$ cat src/rtl/core/brac_pkg.sv
// brac_pkg: shared types, constants and saturating add for the rule attack chain
// used by the controller, the datapath and the top level; no dependencies
`default_nettype none

package brac_pkg;

    localparam int NUM_RULES_DEF = 16;
    localparam int CAT_CODES     = 32;
    // categorical codes must also fit the 32-bit code mask
    localparam int CAT_LIM       = (CAT_CODES < 32) ? CAT_CODES : 32;
    localparam int MAX_STEPS     = 63;
    localparam int STEP_W        = 6;
    localparam int VAL_W         = 32;
    localparam int FEAT_W        = 8;
    localparam int SLOT_W        = 4;

    localparam logic signed [VAL_W-1:0] VAL_MAX = {1'b0, {(VAL_W-1){1'b1}}};
    localparam logic signed [VAL_W-1:0] VAL_MIN = {1'b1, {(VAL_W-1){1'b0}}};

    typedef enum logic {
        FUNC_LOAD   = 1'b0,
        FUNC_ATTACK = 1'b1
    } t_func;

    typedef enum logic [1:0] {
        ST_OK    = 2'd0,
        ST_OVER  = 2'd1,
        ST_TRUNC = 2'd2
    } t_status;

    typedef enum logic [2:0] {
        S_IDLE,
        S_CHECK,
        S_SCAN,
        S_EMIT
    } t_state;

    typedef struct packed {
        logic [FEAT_W-1:0]       feature;
        logic                    numerical;
        logic signed [VAL_W-1:0] low;
        logic signed [VAL_W-1:0] high;
        logic signed [VAL_W-1:0] post;
        logic signed [VAL_W-1:0] cost;
        logic [VAL_W-1:0]        codes;
    } t_rule;

    typedef struct packed {
        logic    load_wr;
        logic    start;
        logic    take;
        logic    emit;
        logic    last;
        t_status status;
        logic    advance;
    } t_cmd;

    typedef struct packed {
        logic over;
        logic match;
        logic out_free;
    } t_sts;

    function automatic logic signed [VAL_W-1:0] sat_add(
        input logic signed [VAL_W-1:0] a,
        input logic signed [VAL_W-1:0] b
    );
        logic [VAL_W:0] s;
        s = {a[VAL_W-1], a} + {b[VAL_W-1], b};
        if (s[VAL_W] != s[VAL_W-1]) begin
            return s[VAL_W] ? VAL_MIN : VAL_MAX;
        end
        return s[VAL_W-1:0];
    endfunction

endpackage

`default_nettype wire

$ cat src/rtl/core/brac_ram.sv
// brac_ram: generic single-write, single-read RAM with registered read data
// no dependencies
`default_nettype none

module brac_ram #(
    parameter int WIDTH = 8,
    parameter int DEPTH = 16,
    parameter int AW    = (DEPTH > 1) ? $clog2(DEPTH) : 1
) (
    input  wire logic             i_clk,
    input  wire logic             i_we,
    input  wire logic [AW-1:0]    i_waddr,
    input  wire logic [WIDTH-1:0] i_wdata,
    input  wire logic [AW-1:0]    i_raddr,
    output logic      [WIDTH-1:0] o_rdata
);

    logic [WIDTH-1:0] r_mem [DEPTH];
    logic [WIDTH-1:0] r_rdata;

    always_ff @(posedge i_clk) begin
        if (i_we) begin
            r_mem[i_waddr] <= i_wdata;
        end
        r_rdata <= r_mem[i_raddr];
    end

    assign o_rdata = r_rdata;

endmodule

`default_nettype wire

$ cat src/rtl/core/brac_ctrl.sv
// brac_ctrl: state machine that sequences loads, slot scans and result beats
// depends on brac_pkg
`default_nettype none

module brac_ctrl #(
    parameter int NUM_RULES = brac_pkg::NUM_RULES_DEF,
    parameter int IDX_W     = (NUM_RULES > 1) ? $clog2(NUM_RULES) : 1
) (
    input  wire logic              i_clk,
    input  wire logic              i_rst_n,
    input  wire logic              i_in_valid,
    input  wire logic              i_func,
    output logic                   o_in_ready,
    output brac_pkg::t_cmd         o_cmd,
    output logic [IDX_W-1:0]       o_rd_addr,
    input  wire brac_pkg::t_sts    i_sts
);
    import brac_pkg::*;

    localparam logic [IDX_W:0] LAST_IDX = (IDX_W+1)'(NUM_RULES - 1);
    localparam logic [IDX_W:0] NUM_IDX  = (IDX_W+1)'(NUM_RULES);
    localparam logic [STEP_W-1:0] STEP_LIM = STEP_W'(MAX_STEPS);

    t_state            r_state, n_state;
    logic [IDX_W:0]    r_idx, n_idx;
    logic              r_pend, n_pend;
    logic              r_pend_end, n_pend_end;
    logic [STEP_W-1:0] r_steps, n_steps;
    logic              r_found, n_found;
    logic              r_over, n_over;
    logic              hit;
    logic              final_beat;

    assign hit        = r_pend && i_sts.match;
    assign final_beat = r_over || !r_found || (r_steps == STEP_LIM);

    always_ff @(posedge i_clk) begin
        if (!i_rst_n) begin
            r_state    <= S_IDLE;
            r_idx      <= '0;
            r_pend     <= 1'b0;
            r_pend_end <= 1'b0;
            r_steps    <= '0;
            r_found    <= 1'b0;
            r_over     <= 1'b0;
        end else begin
            r_state    <= n_state;
            r_idx      <= n_idx;
            r_pend     <= n_pend;
            r_pend_end <= n_pend_end;
            r_steps    <= n_steps;
            r_found    <= n_found;
            r_over     <= n_over;
        end
    end

    // next state and counters
    always_comb begin
        n_state    = r_state;
        n_idx      = r_idx;
        n_pend     = r_pend;
        n_pend_end = r_pend_end;
        n_steps    = r_steps;
        n_found    = r_found;
        n_over     = r_over;
        unique case (r_state)
            S_IDLE: begin
                if (i_in_valid && (i_func == FUNC_ATTACK)) begin
                    n_state = S_CHECK;
                    n_steps = '0;
                end
            end
            S_CHECK: begin
                n_over  = i_sts.over;
                n_found = 1'b0;
                n_idx   = '0;
                n_pend  = 1'b0;
                n_state = i_sts.over ? S_EMIT : S_SCAN;
            end
            S_SCAN: begin
                // one slot read issued per cycle, evaluated in the cycle after its read
                if (r_idx < NUM_IDX) begin
                    n_pend     = 1'b1;
                    n_pend_end = (r_idx == LAST_IDX);
                    n_idx      = r_idx + 1'b1;
                end else begin
                    n_pend = 1'b0;
                end
                if (hit) begin
                    n_found = 1'b1;
                    n_state = S_EMIT;
                end else if (r_pend && r_pend_end) begin
                    n_found = 1'b0;
                    n_state = S_EMIT;
                end
            end
            S_EMIT: begin
                if (i_sts.out_free) begin
                    if (final_beat) begin
                        n_state = S_IDLE;
                    end else begin
                        n_steps = r_steps + 1'b1;
                        n_idx   = '0;
                        n_pend  = 1'b0;
                        n_found = 1'b0;
                        n_state = S_SCAN;
                    end
                end
            end
            default: n_state = S_IDLE;
        endcase
    end

    // commands to the datapath
    always_comb begin
        o_in_ready  = 1'b0;
        o_cmd       = '0;
        o_cmd.status = ST_OK;
        unique case (r_state)
            S_IDLE: begin
                o_in_ready    = 1'b1;
                o_cmd.load_wr = i_in_valid && (i_func == FUNC_LOAD);
                o_cmd.start   = i_in_valid && (i_func == FUNC_ATTACK);
            end
            S_CHECK: begin
            end
            S_SCAN: begin
                o_cmd.take = hit;
            end
            S_EMIT: begin
                o_cmd.emit    = i_sts.out_free;
                o_cmd.last    = final_beat;
                o_cmd.advance = i_sts.out_free && !final_beat;
                if (r_over) begin
                    o_cmd.status = ST_OVER;
                end else if (r_found && (r_steps == STEP_LIM)) begin
                    o_cmd.status = ST_TRUNC;
                end
            end
            default: begin
            end
        endcase
    end

    assign o_rd_addr = r_idx[IDX_W-1:0];

endmodule

`default_nettype wire

$ cat src/rtl/core/brac_dp.sv
// brac_dp: rule table, walk registers, rule match logic and output register
// depends on brac_pkg and brac_ram
`default_nettype none

module brac_dp #(
    parameter int NUM_RULES = brac_pkg::NUM_RULES_DEF,
    parameter int IDX_W     = (NUM_RULES > 1) ? $clog2(NUM_RULES) : 1
) (
    input  wire logic                                 i_clk,
    input  wire logic                                 i_rst_n,
    input  wire brac_pkg::t_cmd                       i_cmd,
    input  wire logic [IDX_W-1:0]                     i_rd_addr,
    output brac_pkg::t_sts                            o_sts,
    input  wire logic                                 i_cfg_we,
    input  wire logic signed [brac_pkg::VAL_W-1:0]    i_cfg_data,
    input  wire logic [brac_pkg::SLOT_W-1:0]          i_rule_slot,
    input  wire logic [brac_pkg::FEAT_W-1:0]          i_rule_feature,
    input  wire logic                                 i_rule_numerical,
    input  wire logic signed [brac_pkg::VAL_W-1:0]    i_rule_low,
    input  wire logic signed [brac_pkg::VAL_W-1:0]    i_rule_high,
    input  wire logic signed [brac_pkg::VAL_W-1:0]    i_rule_post,
    input  wire logic signed [brac_pkg::VAL_W-1:0]    i_rule_cost,
    input  wire logic [brac_pkg::VAL_W-1:0]           i_rule_codes,
    input  wire logic signed [brac_pkg::VAL_W-1:0]    i_attack_value,
    input  wire logic [brac_pkg::FEAT_W-1:0]          i_attack_feature,
    input  wire logic signed [brac_pkg::VAL_W-1:0]    i_start_cost,
    input  wire logic                                 i_out_ready,
    output logic                                      o_out_valid,
    output logic signed [brac_pkg::VAL_W-1:0]         o_out_value,
    output logic signed [brac_pkg::VAL_W-1:0]         o_out_cost,
    output logic                                      o_out_last,
    output logic [1:0]                                o_out_status
);
    import brac_pkg::*;

    logic signed [VAL_W-1:0] r_budget;
    logic [NUM_RULES-1:0]    r_slot_valid;
    logic                    r_ev_ok;
    logic signed [VAL_W-1:0] r_val, r_cost;
    logic [FEAT_W-1:0]       r_feat;
    logic signed [VAL_W-1:0] r_nval, r_ncost;
    logic                    r_o_valid;
    logic signed [VAL_W-1:0] r_o_value, r_o_cost;
    logic                    r_o_last;
    t_status                 r_o_status;

    t_rule                   wr_rule;
    t_rule                   rd_rule;
    logic [$bits(t_rule)-1:0] rd_bits;
    logic                    slot_in_range;
    logic                    wr_en;
    logic [IDX_W-1:0]        wr_addr;
    logic signed [VAL_W-1:0] cand_val, cand_cost;
    logic                    code_hit, range_hit, cost_ok;

    assign slot_in_range = (32'(i_rule_slot) < 32'(NUM_RULES));
    assign wr_en         = i_cmd.load_wr && slot_in_range;
    assign wr_addr       = IDX_W'(i_rule_slot);

    always_comb begin
        wr_rule.feature   = i_rule_feature;
        wr_rule.numerical = i_rule_numerical;
        wr_rule.low       = i_rule_low;
        wr_rule.high      = i_rule_high;
        wr_rule.post      = i_rule_post;
        wr_rule.cost      = i_rule_cost;
        wr_rule.codes     = i_rule_codes;
    end

    brac_ram #(
        .WIDTH ($bits(t_rule)),
        .DEPTH (NUM_RULES),
        .AW    (IDX_W)
    ) u_rules (
        .i_clk   (i_clk),
        .i_we    (wr_en),
        .i_waddr (wr_addr),
        .i_wdata (wr_rule),
        .i_raddr (i_rd_addr),
        .o_rdata (rd_bits)
    );

    assign rd_rule = t_rule'(rd_bits);

    always_ff @(posedge i_clk) begin
        if (!i_rst_n) begin
            r_budget     <= VAL_MAX;
            r_slot_valid <= '0;
            r_o_valid    <= 1'b0;
        end else begin
            if (i_cfg_we) begin
                r_budget <= i_cfg_data;
            end
            if (wr_en) begin
                r_slot_valid[wr_addr] <= 1'b1;
            end
            if (i_cmd.emit) begin
                r_o_valid <= 1'b1;
            end else if (i_out_ready) begin
                r_o_valid <= 1'b0;
            end
        end
    end

    // payload registers
    always_ff @(posedge i_clk) begin
        r_ev_ok <= r_slot_valid[i_rd_addr];
        if (i_cmd.start) begin
            r_val  <= i_attack_value;
            r_cost <= i_start_cost;
            r_feat <= i_attack_feature;
        end else if (i_cmd.advance) begin
            r_val  <= r_nval;
            r_cost <= r_ncost;
        end
        if (i_cmd.take) begin
            r_nval  <= cand_val;
            r_ncost <= cand_cost;
        end
        if (i_cmd.emit) begin
            r_o_value  <= r_val;
            r_o_cost   <= r_cost;
            r_o_last   <= i_cmd.last;
            r_o_status <= i_cmd.status;
        end
    end

    // match of the slot read in the previous cycle against the walk state
    always_comb begin
        cand_cost = sat_add(r_cost, rd_rule.cost);
        cand_val  = rd_rule.numerical ? sat_add(r_val, rd_rule.post) : rd_rule.post;
        cost_ok   = !(cand_cost > r_budget);
        range_hit = (r_val >= rd_rule.low) && (r_val <= rd_rule.high);
        code_hit  = !r_val[VAL_W-1] && ($unsigned(r_val) < 32'(CAT_LIM))
                    && rd_rule.codes[r_val[4:0]];
    end

    always_comb begin
        o_sts.over     = (r_cost > r_budget);
        o_sts.match    = r_ev_ok && (rd_rule.feature == r_feat) && cost_ok
                         && (rd_rule.numerical ? range_hit : code_hit);
        o_sts.out_free = !r_o_valid || i_out_ready;
    end

    assign o_out_valid  = r_o_valid;
    assign o_out_value  = r_o_value;
    assign o_out_cost   = r_o_cost;
    assign o_out_last   = r_o_last;
    assign o_out_status = r_o_status;

endmodule

`default_nettype wire

$ cat src/rtl/core/budgeted_rule_attack_chain.sv
// budgeted_rule_attack_chain: top level joining controller and datapath
// depends on brac_pkg, brac_ctrl, brac_dp, brac_ram
//
// usage
//   input channel (i_in_valid / o_in_ready): i_func = 0 writes rule slot
//   i_rule_slot (slots at or above NUM_RULES are dropped), no result.
//   i_func = 1 attacks i_attack_value of i_attack_feature from i_start_cost.
//   output channel (o_out_valid / i_out_ready): one beat per value of the walk,
//   starting with the input value; o_out_last marks the final beat. the user must
//   write budget via i_cfg_we / i_cfg_data only while the block idles (not enforced).
// timing
//   an attack passes a budget check before its first slot scan, or goes straight
//   to its beat when over budget; each scan reads the rule RAM one slot per cycle
//   and stops at the first match or after the last slot, and the emit state then
//   hands the beat to the output register. one item at a time: the next item is
//   taken once the final beat sits in the output register.
// reset and stall
//   reset clears all slot valid bits, sets budget to the largest value and
//   empties the output register. a stalled receiver holds the beat and the
//   walk waits; no beat is dropped.
`default_nettype none

module budgeted_rule_attack_chain #(
    parameter int NUM_RULES = brac_pkg::NUM_RULES_DEF
) (
    input  wire logic                                 i_clk,
    input  wire logic                                 i_rst_n,
    input  wire logic                                 i_cfg_we,
    input  wire logic signed [brac_pkg::VAL_W-1:0]    i_cfg_data,
    input  wire logic                                 i_in_valid,
    output logic                                      o_in_ready,
    input  wire logic                                 i_func,
    input  wire logic [brac_pkg::SLOT_W-1:0]          i_rule_slot,
    input  wire logic [brac_pkg::FEAT_W-1:0]          i_rule_feature,
    input  wire logic                                 i_rule_numerical,
    input  wire logic signed [brac_pkg::VAL_W-1:0]    i_rule_low,
    input  wire logic signed [brac_pkg::VAL_W-1:0]    i_rule_high,
    input  wire logic signed [brac_pkg::VAL_W-1:0]    i_rule_post,
    input  wire logic signed [brac_pkg::VAL_W-1:0]    i_rule_cost,
    input  wire logic [brac_pkg::VAL_W-1:0]           i_rule_codes,
    input  wire logic signed [brac_pkg::VAL_W-1:0]    i_attack_value,
    input  wire logic [brac_pkg::FEAT_W-1:0]          i_attack_feature,
    input  wire logic signed [brac_pkg::VAL_W-1:0]    i_start_cost,
    output logic                                      o_out_valid,
    input  wire logic                                 i_out_ready,
    output logic signed [brac_pkg::VAL_W-1:0]         o_out_value,
    output logic signed [brac_pkg::VAL_W-1:0]         o_out_cost,
    output logic                                      o_out_last,
    output logic [1:0]                                o_out_status
);
    import brac_pkg::*;

    localparam int IDX_W = (NUM_RULES > 1) ? $clog2(NUM_RULES) : 1;

    t_cmd             cmd;
    t_sts             sts;
    logic [IDX_W-1:0] rd_addr;

    brac_ctrl #(
        .NUM_RULES (NUM_RULES),
        .IDX_W     (IDX_W)
    ) u_ctrl (
        .i_clk      (i_clk),
        .i_rst_n    (i_rst_n),
        .i_in_valid (i_in_valid),
        .i_func     (i_func),
        .o_in_ready (o_in_ready),
        .o_cmd      (cmd),
        .o_rd_addr  (rd_addr),
        .i_sts      (sts)
    );

    brac_dp #(
        .NUM_RULES (NUM_RULES),
        .IDX_W     (IDX_W)
    ) u_dp (
        .i_clk            (i_clk),
        .i_rst_n          (i_rst_n),
        .i_cmd            (cmd),
        .i_rd_addr        (rd_addr),
        .o_sts            (sts),
        .i_cfg_we         (i_cfg_we),
        .i_cfg_data       (i_cfg_data),
        .i_rule_slot      (i_rule_slot),
        .i_rule_feature   (i_rule_feature),
        .i_rule_numerical (i_rule_numerical),
        .i_rule_low       (i_rule_low),
        .i_rule_high      (i_rule_high),
        .i_rule_post      (i_rule_post),
        .i_rule_cost      (i_rule_cost),
        .i_rule_codes     (i_rule_codes),
        .i_attack_value   (i_attack_value),
        .i_attack_feature (i_attack_feature),
        .i_start_cost     (i_start_cost),
        .i_out_ready      (i_out_ready),
        .o_out_valid      (o_out_valid),
        .o_out_value      (o_out_value),
        .o_out_cost       (o_out_cost),
        .o_out_last       (o_out_last),
        .o_out_status     (o_out_status)
    );

endmodule

`default_nettype wire

$ cat config.mk
export PLATFORM = sky130hd
export DESIGN_NAME = budgeted_rule_attack_chain
export DESIGN_NICKNAME = d
export VERILOG_FILES = /design/src/rtl/core/brac_pkg.sv /design/src/rtl/core/brac_ram.sv /design/src/rtl/core/brac_ctrl.sv /design/src/rtl/core/brac_dp.sv /design/src/rtl/core/budgeted_rule_attack_chain.sv
export SDC_FILE = /design/constraint.sdc
export NUM_CORES = 2
export LEC_CHECK = 0
export ABC_AREA = 1
export BUFFER_PORTS_ARGS = -buffer_cell sky130_fd_sc_hd__buf_2
export CAP_MARGIN = 15
export CORE_MARGIN = 2
export CORE_UTILIZATION = 45
export CTS_CLUSTER_SIZE = 20
export DETAILED_ROUTE_END_ITERATION = 6
export GPL_ROUTABILITY_DRIVEN = 1
export SETUP_SLACK_MARGIN = 0.2
export SYNTH_ARGS = -nofsm -noshare
export SYNTH_HDL_FRONTEND = slang
export SYNTH_SLANG_ARGS = --single-unit
$ cat constraint.sdc
create_clock -name i_clk -period 19.6 [get_ports i_clk]
set_input_delay 0.98 -clock i_clk [delete_from_list [all_inputs] [get_ports i_clk]]
set_output_delay 0.98 -clock i_clk [all_outputs]
set_load 0.005 [all_outputs]
# Yosys cells after proc, flatten, opt, wreduce, memory -nomap -nowiden
# Memory sizes are Yosys's and may differ from the RTL's. A register that Yosys moved wholly into a read port is not among the register bits.
# Cells that the tools add are included.
# word_totals
ramBits	2704
memories	1
output_inout_bits	69
register_bits	271
in_bits	283
word_cells	137
# classes
n_reduce_logical	33
order_cmp	10
n_bitwise	3
n_eq_ne	13
n_addsub	4
muxes	52
# memory_table
memory	words	word_bits	read_ports	rd_clocked_by_memory_dff	wr	line_no	rtl
u_dp.u_rules.r_mem	16	169	1	1	1	brac_ram.sv:18	logic [WIDTH-1:0] r_mem [DEPTH];
# op_table
cell	count
$mux 32	11
$add 32x32->33	2
$gt 32x32->1	2
$ge 32x32->1	1
$le 32x32->1	1
$lt 32x6->1 const B	1
$mux 5	4
$mux 1	18
$mux 6	3
$or 16x16->16	1
$pmux 5 s3	1
$logic_and 1x1->1	13
$mux 3	4
$pmux 3 s4	1
$pmux 6 s2	1
$reduce_and 4->1	3
$lt 4x5->1 const B	2
$eq 8x8->1	1
$mux 2	4
$add 6x1->6 const B	1
$eq 3x2->1 const B	2
$eq 6x6->1 const B	1
$lt 5x6->1 const B	1
$ne 2x1->1 const B	3
other kinds (21)	33

# Logic depth before layout (Yosys ltp)
# depth
depth_word	11
depth_mapped	40
depth_no_buf	40

# By module
# Synthesis repeated with hierarchy kept, for this count alone.
# hier_totals
hier_cells	12575
area_unflattened_um2	133486.8
# by_module_without_submodules
mod	seq_area_each_um2	instances	area_per_inst_um2	cells_per_inst
brac_ram	84581.1	1	115249.3	10248
brac_dp	7096.8	1	17239.0	2172
brac_ctrl	340.3	1	998.5	155

# Worst setup path after synthesis
# OpenSTA, ideal clock, no wires.
# synth_timing
path_type	input port to flip-flop
startpoint	input i_in_valid
endpoint	memory u_dp.u_rules.r_mem[12][0] (netlist bit), enable pin
setup_ns	0.702
path_buffers	0
arrival_ns	8.588
cell_stages	6
slack_ns	10.310
t_required_ns	18.898
path_cell_list	inv_1 nor3_1 nand2_1 nor2_1 inv_1 nor2_1
# synth_via
elab_chain_cells	4
# synth_lines
element	line_no	rtl
start, declared	budgeted_rule_attack_chain.sv:30	input wire logic i_in_valid,
$logic_and 1x1->1	brac_ctrl.sv:122	o_cmd.load_wr = i_in_valid && (i_func == FUNC_LOAD);
$mux 2	brac_ctrl.sv:119	unique case (r_state)
$mux 1	brac_ram.sv:22	if (i_we) begin
$mux 1 (implied by the code)	brac_ram.sv:23	r_mem[i_waddr] <= i_wdata;
end, declared	brac_ram.sv:18	
# Every way passes these cells.

==> flow_metrics.py <==
metrics = {
    "yosys": {
        "synth_cell_type_count": 55,
        "synth-edff-count": 2907,
        "yosys.area.top_type": "edfxtp_1",
        "yosysSeqAreaShare_pct": 73.8,
        "synth_cells": 9570,
        "yosysTopAreaCellShare_pct": 70.0,
        "yosys-top-cells-area": "edfxtp_1, o21ai_0, nor2_1",
        "ys.flop_type": "edfxtp_1",
        "ys_ff_latch": 3143,
        "avgSynthCellArea_um2": 13.0,
        "syn-num-nets": 10050,
        "synth-async-reset-ratio_pct": 0,
        "yosys_warnings": 0,
        "syn_area_um2": 125000,
    },
    "sta": {
        "fin_worst_skew_ns": 0.0587,
        "max_freq_mhz": 163,
        "setup_viol": 0,
        "final.setup.tns_ns": 0,
        "drv_slew": 0,
        "tightest_slew_ns": 1.46,
        "hold_viol": 0,
        "period_minus_slack_ns": 6.15,
        "slew_headroom_pct": 2.65,
        "rsz0062_at_grt": "false",
        "period_share_pct": 31.4,
    },
    "placed_design": {
        "finalWeightedCongestion": 0.920,
        "dp_cells": 13140,
        "io_buffers": 351,
        "dp_hpwl_mm": 211,
    },
    "worst_setup_path": {
        "critPathLaunchType": "flop",
        "cpMaxStageDelayCell": "nor2_4",
        "cp_top_family": "simple AND/OR/NAND/NOR gates",
        "critical_path_depth": 27,
        "crit-reg2reg-launch": "u_dp.r_cost[0]",
        "required_ns": 20.14,
        "end_kind": "flop",
        "crit_buf_inv": 2,
        "ff2ff_setup_slack_ns": 13.45,
        "worst_r2r_path_depth": 27,
        "critPathMaxFanout": 44,
        "worstSetupEndpoint": "u_dp.r_nval[19]",
        "worst_ep_arrival_time_ns": 6.69,
        "slowest_delay_ns": 0.70,
        "worstSetupStartpoint": "u_dp.r_cost[0]",
        "regToRegEndpoint": "u_dp.r_nval[19]",
        "crit_type": "flop to flop",
    },
    "die": {
        "core-area_um2": 276000,
        "die_h_um": 530,
        "die_area_um2": 281000,
        "die_w_um": 530,
        "initial_utilization_pct": 45.2,
        "ioPinCount": 352,
        "row_count": 193,
    },
    "min_path": {
        "hold_path.class": "input port to flop",
    },
    "clock_network": {
        "h-tree-depth": 5,
        "cts_buffers": 328,
        "cts_tree": "built",
        "postCtsHoldBufs": 0,
        "clk_path_buf_depth": 4,
        "clock_latency_ns": 0.92,
        "root_buffer": "clkbuf_16",
        "clock-sinks": 3143,
        "cts_setup_buffers": 0,
        "cts_resized": 0,
        "clk_pin_slew_worst_paths_ns": 0.06,
    },
    "detailed_routing": {
        "ant_nets": 0,
        "via_per_inst": 5.97,
        "drt-pass1-iter-count": 6,
        "drc": 0,
        "vias": 82311,
        "post_drt_wl_per_cell_um": 27.5,
        "drt-total-wl_mm": 379,
        "first_iter_violations": 9862,
    },
    "grt": {
        "grt_first_pass_wirelength_mm": 541,
        "grt.overflow.total": 0,
        "met1_usage_pct": 37.9,
        "top_usage_layer": "met2",
        "grt_max_degree": 209,
        "grt_use_total_pct": 26.2,
        "grt_pass1_vias": 77184,
        "grtUsageMet2_pct": 40.4,
        "met3_usage_pct": 4.67,
        "antenna_found_initial": 113,
    },
    "layout": {
        "areaGrowthSynthToFinish_pct": 12.9,
        "final_nets": 10245,
        "fillerInstances": 23240,
        "drive_gt1_share_pct": 10.2,
        "layout.cells.non_filler": 13782,
    },
    "run": {
        "drv_cap": 0,
    },
    "status": {
        "outcome": "finished clean",
    },
    "power": {
        "p_per_area_nw_per_um2": 129,
        "p_total_mw": 18.1,
        "p_leak_nw": 47.7,
        "ir_drop_mv": 0.0773,
    },
}
-- registers in the layout (all words and copies together) (netlist names), 5 cells and up --
signal,cells
u_dp.r_cost,32
u_dp.u_rules.o_rdata,169
u_dp.r_nval,32
u_ctrl.r_steps,6
u_dp.o_out_value,32
u_dp.r_ncost,32
u_dp.u_rules.r_mem,2704
u_dp.r_budget,32
u_dp.r_feat,8
u_ctrl.r_idx,5
u_dp.r_slot_valid,16
u_dp.r_val,32
u_dp.o_out_cost,32
-- layout make-up --
class                      instances  area [um^2]  area share, %
inverter                         266         1030          0.731
clock inverter                   152         1490           1.06
multi-input combinational       5550        29400           20.9
clock buffer                     447         9110           6.47
sequential                      3143        92000           65.4
antenna                           43          108         0.0764
timing repair buffer             476         2980           2.12
tap                             3705         4640           3.29
-- cell usage after synthesis, drive strengths merged (147+ instances only) --
| master | instances |
|---|---|
| a21oi | 221 |
| clkbuf | 501 |
| dfxtp | 236 |
| edfxtp | 2907 |
| ha | 195 |
| inv | 264 |
| nand2 | 695 |
| nand3 | 162 |
| nor2 | 1648 |
| o211ai | 147 |
| o21ai | 1563 |
| o221ai | 367 |
| o22ai | 341 |
-- layout by cell type, fill, tap and decap left out, types with 8 or more instances in the layout --
cell type	instances
o32ai_1	10
edfxtp_1	2907
o221ai_1	367
mux2i_1	9
nand2_1	676
o22ai_1	341
o21a_1	13
diode_2	43
nand2_2	14
nor2_1	1628
clkbuf_1	81
clkbuf_16	335
buf_12	23
a21oi_1	207
bufinv_16	19
clkbuf_8	31
a21o_1	16
nand4_1	24
buf_2	351
xor2_1	30
inv_1	257
buf_4	102
ha_1	195
dfxtp_1	232
clkinv_2	53
o21ai_0	1555
a31oi_1	11
nor4_1	8
inv_6	9
nand3_1	160
clkinv_1	49
xnor2_1	24
o211ai_1	146
a21oi_2	14
o21bai_1	9
nor3_1	18
nor2_4	20
-- stage by stage --
step	setup slack, ns	area, um^2	utilization, %	hold slack, ns
6_report	13.45	141000	51.0	0.251
5_1_grt	12.87	141000	51.0	0.211
4_1_cts	13.40	141000	51.0	0.187
3_5_place_dp	13.42	130000	47.1	0.458
3_3_place_gp	13.43	130000	47.1	0.443
2_1_floorplan	10.31	125000	-	0.435
-- report_power, final --
part | internal [mW] | switching [mW]
Clock | 3.53 | 2.61
Sequential | 7.68 | 0.242
Combinational | 1.15 | 2.91
-- worst register-to-register path: stages (launching register included) --
cell and delay (ns):
edfxtp_1 0.37, ha_1 0.19, inv_1 0.06, fa_1 0.42
o21ai_2 0.25, nand2_2 0.08, o211ai_2 0.10, nand2_2 0.07
nand2_2 0.11, nand2_2 0.08, nand2_4 0.09, nand4_2 0.10
nand3_1 0.17, nand2_4 0.09, nor2_4 0.70, o21ai_1 0.19
ha_1 0.34, nand2_1 0.05, nor2_1 0.13, nor3b_1 0.25
and3_1 0.25, nand2_1 0.09, nand3b_1 0.08, nand2_1 0.08
a21oi_1 0.13, nand2_1 0.13, nor2_4 0.54, buf_4 0.61
-- cell families after synthesis --
logic type               after synthesis  share of synthesized area [%]
multiplexers                           9                         0.0723
buffers and inverters                877                           2.76
XOR/XNOR                              54                          0.379
adder cells (fa/ha/maj)              197                           1.99
AO/OA/AOI/OAI                       2717                           12.9
flip-flops                          3143                           73.8
AND/OR/NAND/NOR                     2573                           8.12
-- worst min path at each step --
stage               slack, ns  depth (start not counted)                  from                    to
floorplan                0.43                          2  u_dp.r_slot_valid[2]  u_dp.r_slot_valid[2]
global placement         0.44                          2  u_dp.r_slot_valid[4]  u_dp.r_slot_valid[4]
detailed placement       0.46                          2  u_dp.r_slot_valid[2]  u_dp.r_slot_valid[2]
CTS                      0.19                          1   i_attack_feature[4]        u_dp.r_feat[4]
global route             0.21                          1   i_attack_feature[4]        u_dp.r_feat[4]
finish                   0.25                          1   i_attack_feature[4]        u_dp.r_feat[4]
-- metal layers --
metal	share of wire, %	up-vias
li1	-	36127
met4	2.9	54
met5	0.091	-
met1	43	41796
met2	46	3662
met3	8.8	672
No activity file was read; power rests on OpenSTA's default activity.
